--- config.mk ---
export PLATFORM = sky130hd
export DESIGN_NAME = lottery_scheduler
export DESIGN_NICKNAME = d
export VERILOG_FILES = /design/src/rtl/lts_pkg.sv /design/src/rtl/lts_front.sv /design/src/rtl/lts_fifo.sv /design/src/rtl/lts_back.sv /design/src/rtl/lottery_scheduler.sv
export VERILOG_INCLUDE_DIRS = /design/src /design/src/rtl
export SDC_FILE = /design/constraint.sdc
export NUM_CORES = 1
export LEC_CHECK = 0
export BUFFER_PORTS_ARGS = -buffer_cell sky130_fd_sc_hd__buf_2
export CAP_MARGIN = 25
export CORE_ASPECT_RATIO = 0.5
export CORE_UTILIZATION = 44
export DETAILED_ROUTE_END_ITERATION = 7
export PLACE_DENSITY = 0.7
export SYNTH_ARGS = -nofsm -noshare
export SYNTH_HDL_FRONTEND = slang
export SYNTH_HIERARCHICAL = 1
export SYNTH_SLANG_ARGS = --single-unit
--- constraint.sdc ---
create_clock -name clk_i -period 6.7 [get_ports clk_i]
set_input_delay 0 -clock clk_i [delete_from_list [all_inputs] [get_ports clk_i]]
set_output_delay 0 -clock clk_i [all_outputs]
set_load 0.05 [all_outputs]
--- src/rtl/lottery_scheduler_defines.svh ---
// Assertion macros shared by the lottery scheduler RTL.
// Files that check their own logic pull this in; it depends on nothing else.
`ifndef LOTTERY_SCHEDULER_DEFINES_SVH
`define LOTTERY_SCHEDULER_DEFINES_SVH

// Same-cycle implication, checked on clk_i outside reset.
`define LTS_ASSERT_NOW(lbl, ante, cons, msg) \
  lbl: assert property (@(posedge clk_i) disable iff (!rst_ni) (ante) |-> (cons)) \
    else $error(msg);

// Next-cycle implication, checked on clk_i outside reset.
`define LTS_ASSERT_NEXT(lbl, ante, cons, msg) \
  lbl: assert property (@(posedge clk_i) disable iff (!rst_ni) (ante) |=> (cons)) \
    else $error(msg);

`endif

--- src/rtl/lts_pkg.sv ---
// Shared constants, codes and payload types of the lottery scheduler.
// Used by every RTL module of the block; depends on nothing.
`default_nettype none

package lts_pkg;

  localparam int MAX_JOBS    = 16;
  localparam int IDX_W       = (MAX_JOBS > 1) ? $clog2(MAX_JOBS) : 1;
  localparam int CNT_W       = $clog2(MAX_JOBS + 1);
  localparam int WEIGHT_W    = 4;
  localparam int TOTAL_W     = $clog2(((1 << WEIGHT_W) - 1) * MAX_JOBS + 1);
  localparam int TAG_W       = 8;
  localparam int DUR_W       = 16;
  localparam int RND_W       = 16;
  localparam int PRIO_W      = 2;
  localparam int WAIT_W      = 5;
  localparam int BIT_W       = $clog2(RND_W);
  localparam int CFG_IDX_W   = 2;

  localparam int QUEUE_DEPTH = 2;
  localparam int QPTR_W      = (QUEUE_DEPTH > 1) ? $clog2(QUEUE_DEPTH) : 1;
  localparam int QCNT_W      = $clog2(QUEUE_DEPTH + 1);

  // Configuration register indexes
  localparam logic [CFG_IDX_W-1:0] CFG_WEIGHT_LOW    = CFG_IDX_W'(0);
  localparam logic [CFG_IDX_W-1:0] CFG_WEIGHT_NORMAL = CFG_IDX_W'(1);
  localparam logic [CFG_IDX_W-1:0] CFG_WEIGHT_HIGH   = CFG_IDX_W'(2);

  // Input action codes
  localparam logic ACT_ARRIVE = 1'b0;
  localparam logic ACT_TICK   = 1'b1;

  // Priority codes
  localparam logic [PRIO_W-1:0] PRIO_LOW    = PRIO_W'(0);
  localparam logic [PRIO_W-1:0] PRIO_NORMAL = PRIO_W'(1);
  localparam logic [PRIO_W-1:0] PRIO_HIGH   = PRIO_W'(2);

  localparam logic [WEIGHT_W-1:0] WEIGHT_LOW_RST    = WEIGHT_W'(1);
  localparam logic [WEIGHT_W-1:0] WEIGHT_NORMAL_RST = WEIGHT_W'(2);
  localparam logic [WEIGHT_W-1:0] WEIGHT_HIGH_RST   = WEIGHT_W'(3);

  typedef enum logic [1:0] {
    OP_ARRIVE = 2'd0,
    OP_TICK   = 2'd1,
    OP_DROP   = 2'd2
  } op_e;

  typedef struct packed {
    logic              action;
    logic [TAG_W-1:0]  proc_id;
    logic [PRIO_W-1:0] priority_req;
    logic [DUR_W-1:0]  duration;
    logic [RND_W-1:0]  random_value;
  } in_item_t;

  typedef struct packed {
    logic [TAG_W-1:0]  winner_id;
    logic              idle;
    logic              finished;
    logic              rejected;
    logic [WAIT_W-1:0] waiting_count;
  } out_item_t;

  typedef struct packed {
    op_e                 op;
    logic [TAG_W-1:0]    tag;
    logic [WEIGHT_W-1:0] tickets;
    logic [DUR_W-1:0]    duration;
    logic [RND_W-1:0]    draw;
  } cmd_t;

endpackage

`default_nettype wire

--- src/rtl/lts_front.sv ---
// Front end: holds the weight registers, accepts items and turns them into commands.
// Depends on lts_pkg.
`default_nettype none

module lts_front import lts_pkg::*; (
  input  wire logic                 clk_i,
  input  wire logic                 rst_ni,
  input  wire logic                 cfg_we_i,
  input  wire logic [CFG_IDX_W-1:0] cfg_idx_i,
  input  wire logic [WEIGHT_W-1:0]  cfg_data_i,
  input  wire logic                 in_valid_i,
  output logic                      in_stall_o,
  input  wire in_item_t             in_item_i,
  input  wire logic                 q_full_i,
  output logic                      push_o,
  output cmd_t                      cmd_o
);

  logic [WEIGHT_W-1:0] w_low_q, w_normal_q, w_high_q;
  logic                cmd_valid_q;
  cmd_t                cmd_q, cmd_d;
  logic [WEIGHT_W-1:0] weight;
  logic                accept;

  assign push_o     = cmd_valid_q && !q_full_i;
  assign in_stall_o = cmd_valid_q && q_full_i;
  assign accept     = in_valid_i && !in_stall_o;
  assign cmd_o      = cmd_q;

  always_comb begin
    case (in_item_i.priority_req)
      PRIO_LOW:    weight = w_low_q;
      PRIO_NORMAL: weight = w_normal_q;
      PRIO_HIGH:   weight = w_high_q;
      default:     weight = '0;
    endcase
  end

  always_comb begin
    cmd_d.tag      = in_item_i.proc_id;
    cmd_d.tickets  = weight;
    cmd_d.duration = in_item_i.duration;
    cmd_d.draw     = in_item_i.random_value;
    if (in_item_i.action == ACT_TICK) begin
      cmd_d.op = OP_TICK;
    end else if (in_item_i.duration == '0) begin
      cmd_d.op = OP_DROP;
    end else begin
      cmd_d.op = OP_ARRIVE;
    end
  end

  always_ff @(posedge clk_i or negedge rst_ni) begin
    if (!rst_ni) begin
      w_low_q    <= WEIGHT_LOW_RST;
      w_normal_q <= WEIGHT_NORMAL_RST;
      w_high_q   <= WEIGHT_HIGH_RST;
    end else if (cfg_we_i) begin
      case (cfg_idx_i)
        CFG_WEIGHT_LOW:    w_low_q    <= cfg_data_i;
        CFG_WEIGHT_NORMAL: w_normal_q <= cfg_data_i;
        CFG_WEIGHT_HIGH:   w_high_q   <= cfg_data_i;
        default: ;
      endcase
    end
  end

  always_ff @(posedge clk_i or negedge rst_ni) begin
    if (!rst_ni) begin
      cmd_valid_q <= 1'b0;
    end else if (accept) begin
      cmd_valid_q <= 1'b1;
    end else if (push_o) begin
      cmd_valid_q <= 1'b0;
    end
  end

  always_ff @(posedge clk_i) begin
    if (accept) begin
      cmd_q <= cmd_d;
    end
  end

endmodule

`default_nettype wire

--- src/rtl/lts_fifo.sv ---
// Short command queue between the front end and the scheduling engine.
// Depends on lts_pkg and the assertion macros.
`default_nettype none
`include "lottery_scheduler_defines.svh"

module lts_fifo import lts_pkg::*; (
  input  wire logic clk_i,
  input  wire logic rst_ni,
  input  wire logic push_i,
  input  wire cmd_t cmd_i,
  output logic      full_o,
  input  wire logic pop_i,
  output logic      valid_o,
  output cmd_t      cmd_o
);

  cmd_t              mem_q [QUEUE_DEPTH];
  logic [QPTR_W-1:0] wr_ptr_q, wr_ptr_d, rd_ptr_q, rd_ptr_d;
  logic [QCNT_W-1:0] cnt_q, cnt_d;

  assign full_o  = (cnt_q == QCNT_W'(QUEUE_DEPTH));
  assign valid_o = (cnt_q != '0);
  assign cmd_o   = mem_q[rd_ptr_q];

  always_comb begin
    wr_ptr_d = wr_ptr_q;
    rd_ptr_d = rd_ptr_q;
    cnt_d    = cnt_q;
    if (push_i) begin
      wr_ptr_d = (wr_ptr_q == QPTR_W'(QUEUE_DEPTH - 1)) ? '0 : wr_ptr_q + 1'b1;
    end
    if (pop_i) begin
      rd_ptr_d = (rd_ptr_q == QPTR_W'(QUEUE_DEPTH - 1)) ? '0 : rd_ptr_q + 1'b1;
    end
    if (push_i && !pop_i) begin
      cnt_d = cnt_q + 1'b1;
    end else if (pop_i && !push_i) begin
      cnt_d = cnt_q - 1'b1;
    end
  end

  always_ff @(posedge clk_i or negedge rst_ni) begin
    if (!rst_ni) begin
      wr_ptr_q <= '0;
      rd_ptr_q <= '0;
      cnt_q    <= '0;
    end else begin
      wr_ptr_q <= wr_ptr_d;
      rd_ptr_q <= rd_ptr_d;
      cnt_q    <= cnt_d;
    end
  end

  always_ff @(posedge clk_i) begin
    if (push_i) begin
      mem_q[wr_ptr_q] <= cmd_i;
    end
  end

  `LTS_ASSERT_NOW(a_fifo_no_overflow, push_i && !pop_i, !full_o, "lts_fifo: push into full queue")
  `LTS_ASSERT_NOW(a_fifo_no_underflow, pop_i, cnt_q != '0, "lts_fifo: pop from empty queue")
  `LTS_ASSERT_NOW(a_fifo_cnt_bound, 1'b1, cnt_q <= QCNT_W'(QUEUE_DEPTH), "lts_fifo: count past depth")

endmodule

`default_nettype wire

--- src/rtl/lts_back.sv ---
// Scheduling engine: job table, serial modulo of the draw, ordered ticket walk,
// entry removal and the output register. Depends on lts_pkg and the assertion macros.
`default_nettype none
`include "lottery_scheduler_defines.svh"

module lts_back import lts_pkg::*; (
  input  wire logic clk_i,
  input  wire logic rst_ni,
  input  wire logic q_valid_i,
  input  wire cmd_t q_cmd_i,
  output logic      pop_o,
  output logic      out_valid_o,
  input  wire logic out_stall_i,
  output out_item_t out_item_o
);

  typedef enum logic [4:0] {
    S_IDLE = 5'b00001,
    S_DIV  = 5'b00010,
    S_WALK = 5'b00100,
    S_UPD  = 5'b01000,
    S_DONE = 5'b10000
  } state_e;

  state_e state_q, state_d;

  // Job table, kept in arrival order
  logic [TAG_W-1:0]    tag_q  [MAX_JOBS];
  logic [DUR_W-1:0]    left_q [MAX_JOBS];
  logic [WEIGHT_W-1:0] tix_q  [MAX_JOBS];

  logic [CNT_W-1:0]   count_q, count_d;
  logic [TOTAL_W-1:0] total_q, total_d;
  logic [RND_W-1:0]   div_q, div_d;
  logic [TOTAL_W-1:0] mod_q, mod_d;
  logic [BIT_W-1:0]   bit_q, bit_d;
  logic [IDX_W-1:0]   idx_q, idx_d;
  logic [TOTAL_W-1:0] upper_q, upper_d;
  out_item_t          res_q, res_d;
  out_item_t          out_q;
  logic               out_valid_q;

  logic                wr_arrive, wr_dec, wr_drop, out_load, out_free;
  logic [TOTAL_W:0]    trial;
  logic [TOTAL_W-1:0]  up_next;
  logic [TAG_W-1:0]    tag_rd;
  logic [DUR_W-1:0]    left_rd, left_dec;
  logic [WEIGHT_W-1:0] tix_rd;

  assign tag_rd   = tag_q[idx_q];
  assign left_rd  = left_q[idx_q];
  assign tix_rd   = tix_q[idx_q];
  assign left_dec = left_rd - 1'b1;
  assign trial    = {mod_q, div_q[RND_W-1]};
  assign up_next  = upper_q + TOTAL_W'(tix_rd);
  assign out_free = !out_valid_q || !out_stall_i;

  assign out_valid_o = out_valid_q;
  assign out_item_o  = out_q;

  always_comb begin
    state_d   = state_q;
    count_d   = count_q;
    total_d   = total_q;
    div_d     = div_q;
    mod_d     = mod_q;
    bit_d     = bit_q;
    idx_d     = idx_q;
    upper_d   = upper_q;
    res_d     = res_q;
    pop_o     = 1'b0;
    wr_arrive = 1'b0;
    wr_dec    = 1'b0;
    wr_drop   = 1'b0;
    out_load  = 1'b0;
    case (state_q)
      S_IDLE: begin
        if (q_valid_i) begin
          pop_o               = 1'b1;
          res_d               = '0;
          res_d.waiting_count = WAIT_W'(count_q);
          state_d             = S_DONE;
          case (q_cmd_i.op)
            OP_ARRIVE: begin
              if (count_q >= CNT_W'(MAX_JOBS)) begin
                res_d.rejected = 1'b1;
              end else begin
                wr_arrive           = 1'b1;
                count_d             = count_q + 1'b1;
                total_d             = total_q + TOTAL_W'(q_cmd_i.tickets);
                res_d.waiting_count = WAIT_W'(count_d);
              end
            end
            OP_TICK: begin
              if (count_q == '0 || total_q == '0) begin
                res_d.idle = 1'b1;
              end else begin
                div_d   = q_cmd_i.draw;
                mod_d   = '0;
                bit_d   = '0;
                state_d = S_DIV;
              end
            end
            default: begin
              res_d.rejected = 1'b1;
            end
          endcase
        end
      end
      S_DIV: begin
        // one quotient bit a cycle; only the remainder is kept
        if (trial >= {1'b0, total_q}) begin
          mod_d = TOTAL_W'(trial - {1'b0, total_q});
        end else begin
          mod_d = trial[TOTAL_W-1:0];
        end
        div_d = div_q << 1;
        bit_d = bit_q + 1'b1;
        if (bit_q == BIT_W'(RND_W - 1)) begin
          idx_d   = '0;
          upper_d = '0;
          state_d = S_WALK;
        end
      end
      S_WALK: begin
        if (mod_q < up_next) begin
          state_d = S_UPD;
        end else if (CNT_W'(idx_q) + CNT_W'(1) >= count_q) begin
          res_d.idle = 1'b1;
          state_d    = S_DONE;
        end else begin
          upper_d = up_next;
          idx_d   = idx_q + 1'b1;
        end
      end
      S_UPD: begin
        res_d.winner_id = tag_rd;
        if (left_dec == '0) begin
          wr_drop             = 1'b1;
          total_d             = total_q - TOTAL_W'(tix_rd);
          count_d             = count_q - 1'b1;
          res_d.finished      = 1'b1;
          res_d.waiting_count = WAIT_W'(count_d);
        end else begin
          wr_dec = 1'b1;
        end
        state_d = S_DONE;
      end
      S_DONE: begin
        if (out_free) begin
          out_load = 1'b1;
          state_d  = S_IDLE;
        end
      end
      default: state_d = S_IDLE;
    endcase
  end

  always_ff @(posedge clk_i or negedge rst_ni) begin
    if (!rst_ni) begin
      state_q     <= S_IDLE;
      count_q     <= '0;
      total_q     <= '0;
      out_valid_q <= 1'b0;
    end else begin
      state_q <= state_d;
      count_q <= count_d;
      total_q <= total_d;
      if (out_load) begin
        out_valid_q <= 1'b1;
      end else if (!out_stall_i) begin
        out_valid_q <= 1'b0;
      end
    end
  end

  always_ff @(posedge clk_i) begin
    div_q   <= div_d;
    mod_q   <= mod_d;
    bit_q   <= bit_d;
    idx_q   <= idx_d;
    upper_q <= upper_d;
    res_q   <= res_d;
    if (out_load) begin
      out_q <= res_q;
    end
  end

  // Table writes: append, decrement in place, or close the gap of a finished job
  always_ff @(posedge clk_i) begin
    if (wr_arrive) begin
      tag_q[count_q[IDX_W-1:0]]  <= q_cmd_i.tag;
      left_q[count_q[IDX_W-1:0]] <= q_cmd_i.duration;
      tix_q[count_q[IDX_W-1:0]]  <= q_cmd_i.tickets;
    end
    if (wr_dec) begin
      left_q[idx_q] <= left_dec;
    end
    if (wr_drop) begin
      for (int j = 0; j < MAX_JOBS - 1; j++) begin
        if (IDX_W'(j) >= idx_q && CNT_W'(j + 1) < count_q) begin
          tag_q[j]  <= tag_q[j + 1];
          left_q[j] <= left_q[j + 1];
          tix_q[j]  <= tix_q[j + 1];
        end
      end
    end
  end

  `LTS_ASSERT_NOW(a_count_bound, 1'b1, count_q <= CNT_W'(MAX_JOBS), "lts_back: job count past table size")
  `LTS_ASSERT_NOW(a_empty_no_tickets, count_q == '0, total_q == '0, "lts_back: tickets left in empty table")
  `LTS_ASSERT_NOW(a_draw_in_range, state_q == S_WALK, mod_q < total_q, "lts_back: reduced draw not below total")

endmodule

`default_nettype wire

--- src/rtl/lottery_scheduler.sv ---
// Channel   Direction  Payload     Handshake
// in        input      in_item_t   in_valid_i / in_stall_o
// out       output     out_item_t  out_valid_o / out_stall_i
// cfg       input      weights     cfg_we_i (write only)
//
// An arrival, or a tick that finds no job, goes from the front register through the queue
// and the engine to the output register. A scheduled tick adds a bit-serial modulo over
// the 16 draw bits, a walk of 1 to 16 table entries, and then the table update.
// Reset clears the job count, ticket total and queues; weights return to 1, 2, 3.
// A two-entry queue lets the front accept items while the engine works or the
// output register is stalled.
// Top level of the lottery scheduler; depends on lts_pkg, lts_front, lts_fifo, lts_back.
`default_nettype none

module lottery_scheduler import lts_pkg::*; (
  input  wire logic                 clk_i,
  input  wire logic                 rst_ni,
  input  wire logic                 cfg_we_i,
  input  wire logic [CFG_IDX_W-1:0] cfg_idx_i,
  input  wire logic [WEIGHT_W-1:0]  cfg_data_i,
  input  wire logic                 in_valid_i,
  output logic                      in_stall_o,
  input  wire in_item_t             in_item_i,
  output logic                      out_valid_o,
  input  wire logic                 out_stall_i,
  output out_item_t                 out_item_o
);

  logic q_full, q_push, q_pop, q_valid;
  cmd_t f_cmd, q_cmd;

  lts_front u_front (
    .clk_i      (clk_i),
    .rst_ni     (rst_ni),
    .cfg_we_i   (cfg_we_i),
    .cfg_idx_i  (cfg_idx_i),
    .cfg_data_i (cfg_data_i),
    .in_valid_i (in_valid_i),
    .in_stall_o (in_stall_o),
    .in_item_i  (in_item_i),
    .q_full_i   (q_full),
    .push_o     (q_push),
    .cmd_o      (f_cmd)
  );

  lts_fifo u_fifo (
    .clk_i   (clk_i),
    .rst_ni  (rst_ni),
    .push_i  (q_push),
    .cmd_i   (f_cmd),
    .full_o  (q_full),
    .pop_i   (q_pop),
    .valid_o (q_valid),
    .cmd_o   (q_cmd)
  );

  lts_back u_back (
    .clk_i       (clk_i),
    .rst_ni      (rst_ni),
    .q_valid_i   (q_valid),
    .q_cmd_i     (q_cmd),
    .pop_o       (q_pop),
    .out_valid_o (out_valid_o),
    .out_stall_i (out_stall_i),
    .out_item_o  (out_item_o)
  );

endmodule

`default_nettype wire

---- Yosys cells after proc, flatten, opt, wreduce, memory -nomap -nowiden ----
Memories as Yosys holds them, arrays and structs flattened. A register that Yosys moved wholly into a read port is not among the register bits.
Cells that the tools add are included.
W data, S select, Z words.
storage, ports and cells
  register bits after elaboration ......... 154
  RAM bits ................................ 540
  input bits .............................. 54
  output and inout port bits .............. 18
  logic and storage cells ................. 304
  memories ................................ 4
operators by class
  add/subtract/negate cells ............... 14
  $lt $le $gt $ge ......................... 34
  eq/ne operators ......................... 25
  multiplexer cells ....................... 139
  reductions and logical operators ........ 57
memories
  memory         depth  bits a word  read ports  clocked after Yosys merged registers in  wr ports  line            source
  u_back.left_q  16     16           16          1                                        15        lts_back.sv:29  logic [DUR_W-1:0] left_q [MAX_JOBS];
  u_back.tag_q   16     8            16          1                                        15        lts_back.sv:28  logic [TAG_W-1:0] tag_q [MAX_JOBS];
  u_fifo.mem_q   2      46           1           0                                        1         lts_fifo.sv:17  cmd_t mem_q [QUEUE_DEPTH];
  u_back.tix_q   16     4            16          1                                        15        lts_back.sv:30  logic [WEIGHT_W-1:0] tix_q [MAX_JOBS];
operator list
  cell                     count
  $mux W16                 6
  $mux W8                  12
  $mux W1                  79
  $pmux W8 S2              4
  $mux W4                  14
  $mux W5                  11
  $lt A4 B5 Y1 const A     8
  $logic_not A16 Y1        2
  $pmux W16 S2             1
  $reduce_or A16 Y1        2
  $ge A4 B4 Y1 const A     7
  $pmux W5 S5              1
  $logic_and A1 B1 Y1      20
  $lt A3 B5 Y1 const A     4
  $pmux W5 S2              2
  $add A8 B4 Y8            2
  $ge A3 B4 Y1 const A     4
  $pmux W4 S2              2
  $reduce_and A4 Y1        4
  $sub A16 B1 Y16 const B  1
  $ne A2 B2 Y1 const B     7
  $reduce_bool A2 Y1       7
  $pmux W4 S3              1
  $lt A2 B5 Y1 const A     2
  other kinds (38)         66

---- Longest topological paths before layout ----
  depth after elaboration ................. 9
  mapped depth ............................ 23

---- By module ----
Netlist, hierarchy kept.
by module, submodules not included
  module     instances  cells an instance  area each (um2)
  lts_back   1          2204               28235.8
  lts_fifo   1          159                3632.2
  lts_front  1          98                 2026.9

---- Worst setup path after synthesis ----
Ideal clock, no wire load.
  kind .................................... register -> register
  start ................................... register (tool-made name)
  end ..................................... register u_back.idx_q[0] (enable)
  library setup time ...................... 306 ps
  arrival ................................. 5587 ps
  slack ................................... 807 ps
  cell stages (with the launch flop) ...... 22
  period minus slack after synthesis ...... 5893 ps
  cells stage by stage .................... dfxtp_1 buf_6 buf_6 buf_2 buf_2 buf_1 mux4_2 mux4_2 ha_1 fa_1 inv_1 ha_1 a21o_1 a21o_1 a21o_1 a21o_1 a21o_1 a21o_1 a21oi_1 nor3b_1 o21ai_1 inv_1
RTL lines
  item                  line             source
  end signal, assigned  lts_back.sv:181  idx_q <= idx_d;
  end, declared         lts_back.sv:37   logic [IDX_W-1:0] idx_q, idx_d;

==> results.py <==
metrics = {
    "outcome": {
        "status": "completed",
    },
    "critical_path": {
        "cp.arrival_ps": 6390,
        "critical_path.endpoint_type": "flip-flop",
        "cpMostUsedCell": "nor2_1",
        "cp.required_ps": 7030,
        "cp_slowest_cell": "a2111oi_0",
        "crit_type": "flip-flop to flip-flop",
        "critPathMaxStageDelay_ps": 820,
        "cp_max_fo": 25,
        "crit_chain": "nor2_1 > a221oi_1 > nor2_1 > o21a_1 > ha_1 > and2_1 > a22oi_1 > nor4_1 > xnor2_1 > or4b_1 > and3b_2 > nand4_4 > a2111oi_0 > o21bai_2 > buf_4",
        "ff2ff_path_depth": 15,
        "crit_path_start_kind": "flip-flop",
    },
    "final_layout": {
        "area_growth_pct": 12.95,
        "antenna_cells": 0,
        "multi_input_area_um2": 12320,
        "drive_above_1_share_pct": 25.15,
        "seq_area_um2": 20760,
        "fillCellCount": 6239,
        "final_area_um2": 38290,
        "nNetsFinal": 2681,
    },
    "hold_path": {
        "hp-start": "in_item_i[32]",
        "hold_depth": 3,
        "hold_class": "input pin to flip-flop",
    },
    "pwr": {
        "netSwitchingFraction_pct": 31.20,
        "combPwrFrac_pct": 29.4,
        "powerDensity_nw_per_um2": 366.8,
        "ir_drop_mv": 0.1952,
        "p_sw_uw": 4382,
        "p_clk_share_pct": 26.6,
        "seq_power_share_pct": 44.0,
        "leakage_uw": 0.01305,
        "p_int_uw": 9663,
    },
    "detailed_routing": {
        "vias": 21690,
        "routedWlPerCell_um": 24.36,
        "routed_wirelength_um": 88810,
        "ant_nets": 0,
        "drc_errors": 0,
        "dr.pass1.iters": 5,
        "via_per_inst": 5.949,
        "drtIter0Drc": 2577,
    },
    "clock_tree": {
        "cts_max_path_buffers": 3,
        "cts_max_level": 3,
        "clk_latency_ps": 620,
        "cts_inserted_buffers": 66,
        "cts_tree": "built",
        "cts.sinks": 698,
        "cts_root_buffer": "clkbuf_16",
        "path_clk_slew_ps": 60,
        "cts.repair.resized": 0,
    },
    "sta": {
        "drv_slew": 0,
        "min_period_ps": 6060,
        "fin_setup_tns_ps": 0,
        "hold_viol_final": 0,
        "finalCritPeriodShare_pct": 90.45,
        "rsz0062_at_grt": "no",
        "setup-violations-final": 0,
        "setup_slack_ps": 639.8,
        "tightest_slew_ps": 1071,
        "max_freq_ghz": 0.1650,
        "skew_ps": 26.72,
        "relSlewSlack_pct": 28.62,
    },
    "floorplanning": {
        "fp.dieArea_um2": 78220,
        "initial_utilization_pct": 44.78,
        "die_w_um": 394.5,
        "core_um2": 75690,
        "ioPinCount": 72,
        "rows": 71,
        "die_height_um": 198.3,
    },
    "yosys": {
        "synthArstFlopShare_pct": 5.158,
        "synth_area_per_cell_um2": 13.77,
        "netlist.top_cell.by_area": "edfxtp_1",
        "synth.top_cell.area_share_pct": 58.29,
        "synthCells": 2461,
        "yosysSeqAreaShare_pct": 61.21,
        "yosysUniqueCellTypes": 84,
        "synthTopCellsByArea": "edfxtp_1 (58%), mux4_2 (8.2%), mux2_2 (6.5%)",
        "yosys_warnings": 6,
        "synth_fp_nets": 2563,
        "synth_commonest_cells": "edfxtp_1 (658), nand2_1 (395), o21ai_0 (236)",
        "synth_flop_cell": "edfxtp_1",
        "synthMostInstantiatedCell": "edfxtp_1",
        "synthesis.area_um2": 33900,
        "synth_edf_count": 658,
        "ys_seq_elements": 698,
    },
    "placement": {
        "dp_hpwl_um": 56630,
        "pre_cts_ws_ps": 814.8,
        "place.gp.congestion": 0.9388,
        "port_buffers": 71,
        "placed_area_um2": 35600,
    },
    "grt": {
        "grt_antenna_before_repair": 1,
        "grt_use_total_pct": 22.72,
        "grt_overflow": 0,
        "grt_pass1_wl_um": 133200,
        "grt_max_degree": 49,
        "grt_pass1_vias": 21340,
    },
    "job": {
        "maxCapViolCount": 0,
    },
}
## kinds of logic after synthesis
| kind of cell | Yosys count | share of synthesized area (%) |
|---|---|---|
| compound gates | 405 | 6.881 |
| xor+xnor | 41 | 1.059 |
| fa+ha+maj | 48 | 1.838 |
| buf+inv | 221 | 2.890 |
| flops | 698 | 61.21 |
| mux | 386 | 17.24 |
| simple gates | 662 | 8.881 |
## placed cells by master (no fill, tap or decap), drive strengths merged, types with 23 or more instances in the layout
| cell type | netlist | routed |
|---|---|---|
| a21o | 24 | 24 |
| a21oi | 71 | 71 |
| and2 | 23 | 23 |
| buf | 61 | 157 |
| clkbuf | 103 | 85 |
| clkinv | 4 | 24 |
| dfrtp | 31 | 31 |
| dlygate4sd3 | 0 | 57 |
| edfxtp | 658 | 658 |
| ha | 45 | 45 |
| inv | 53 | 55 |
| mux2 | 230 | 230 |
| mux2i | 31 | 31 |
| mux4 | 125 | 125 |
| nand2 | 396 | 396 |
| nand3 | 27 | 27 |
| nor2 | 93 | 93 |
| nor2b | 25 | 25 |
| nor3 | 23 | 23 |
| o21ai | 238 | 238 |
| xnor2 | 24 | 24 |
## path summary, 6_finish.rpt
path	endpoint	slack (ps)
worst min-delay path	u_front/cmd_o[32]$_DFFE_PP_	30
min in group asynchronous	u_front/w_normal_q[0]$_DFFE_PN0P_	390
worst min register to register	u_back/out_item_o[0]$_DFFE_PP_	420
worst max-delay path	u_back/left_q[5][5]$_DFFE_PP_	640
max in group asynchronous	u_back/state_q[0]$_DFFE_PN1P_	5760
worst max register to register	u_back/left_q[5][5]$_DFFE_PP_	640
## sequential cells by signal (all words and copies together), names as in the netlist, 2 cells and up, named ones only
| signal | count |
|---|---|
| u_front/cmd_o | 46 |
| u_back/idx_q | 4 |
| u_front/w_high_q | 4 |
| u_back/count_q | 5 |
| u_front/w_normal_q | 4 |
| u_back/upper_q | 8 |
| u_back/res_q | 16 |
| u_back/bit_q | 4 |
| u_back/mod_q | 8 |
| u_back/left_q | 256 |
| u_back/tag_q | 128 |
| u_front/w_low_q | 4 |
| u_fifo/cnt_q | 2 |
| u_fifo/mem_q | 92 |
| u_back/total_q | 8 |
| u_back/state_q | 5 |
| u_back/tix_q | 64 |
| u_back/div_q | 16 |
| u_back/out_item_o | 16 |
## per-layer routing
layer / part of all wire [%] / global-route usage [%] / up-vias
li1: - / - / 9518
met1: 41 / 31.40 / 10930
met2: 46 / 36.65 / 1091
met3: 10 / 4.427 / 154
met4: 2.4 / 6.517 / 2
met5: 0.016 / 0 / -
## critical path: cells and delay by family, from the launching register on
kind,cells,cell delay (ps)
buf+inv,1,310
compound gates,5,2620
simple gates,7,1610
flops,1,640
xor+xnor,1,220
fa+ha+maj,1,320
## repair_timing
| action | 4_1_cts | 5_1_grt |
|---|---|---|
| hold buffers | 56 | 1 |
| setup buffers | 0 | 0 |
| hold endpoints to repair | 114 | 8 |
## layout make-up
| class | count | area share [%] |
|---|---|---|
| Sequential cell | 698 | 54.22 |
| Multi-Input combinational cell | 1542 | 32.19 |
| Clock buffer | 85 | 4.719 |
| Timing Repair Buffer | 214 | 4.229 |
| Tap cell | 1022 | 3.340 |
| Clock inverter | 28 | 0.7451 |
| Inverter | 57 | 0.5588 |
## through the flow
| stage | total power, uW | hold slack, ps | std cells | util [%] |
|---|---|---|---|---|
| 2_1_floorplan | 9155 | -295.6 | 2461 | - |
| 3_3_place_gp | 10180 | 176.2 | 3472 | 46.98 |
| 3_5_place_dp | 10310 | 178.1 | 3475 | 47.04 |
| 4_1_cts | 14060 | 0.7470 | 3644 | 50.54 |
| 5_1_grt | 14680 | 73.50 | 3646 | 50.58 |
| 6_report | 14040 | 34.01 | 3646 | 50.58 |
## power by group through the flow
stage                     Sequential (uW)  Combinational (uW)  Clock, uW
after floorplan                      6200                2960          0
final                                6190                4120       3740
after detailed placement             6270                4040          0
after global placement               6250                3920          0
after global routing                 6240                4490       3950
after CTS                            6180                4090       3790
Note: power is estimated with default switching activity, not from simulation.
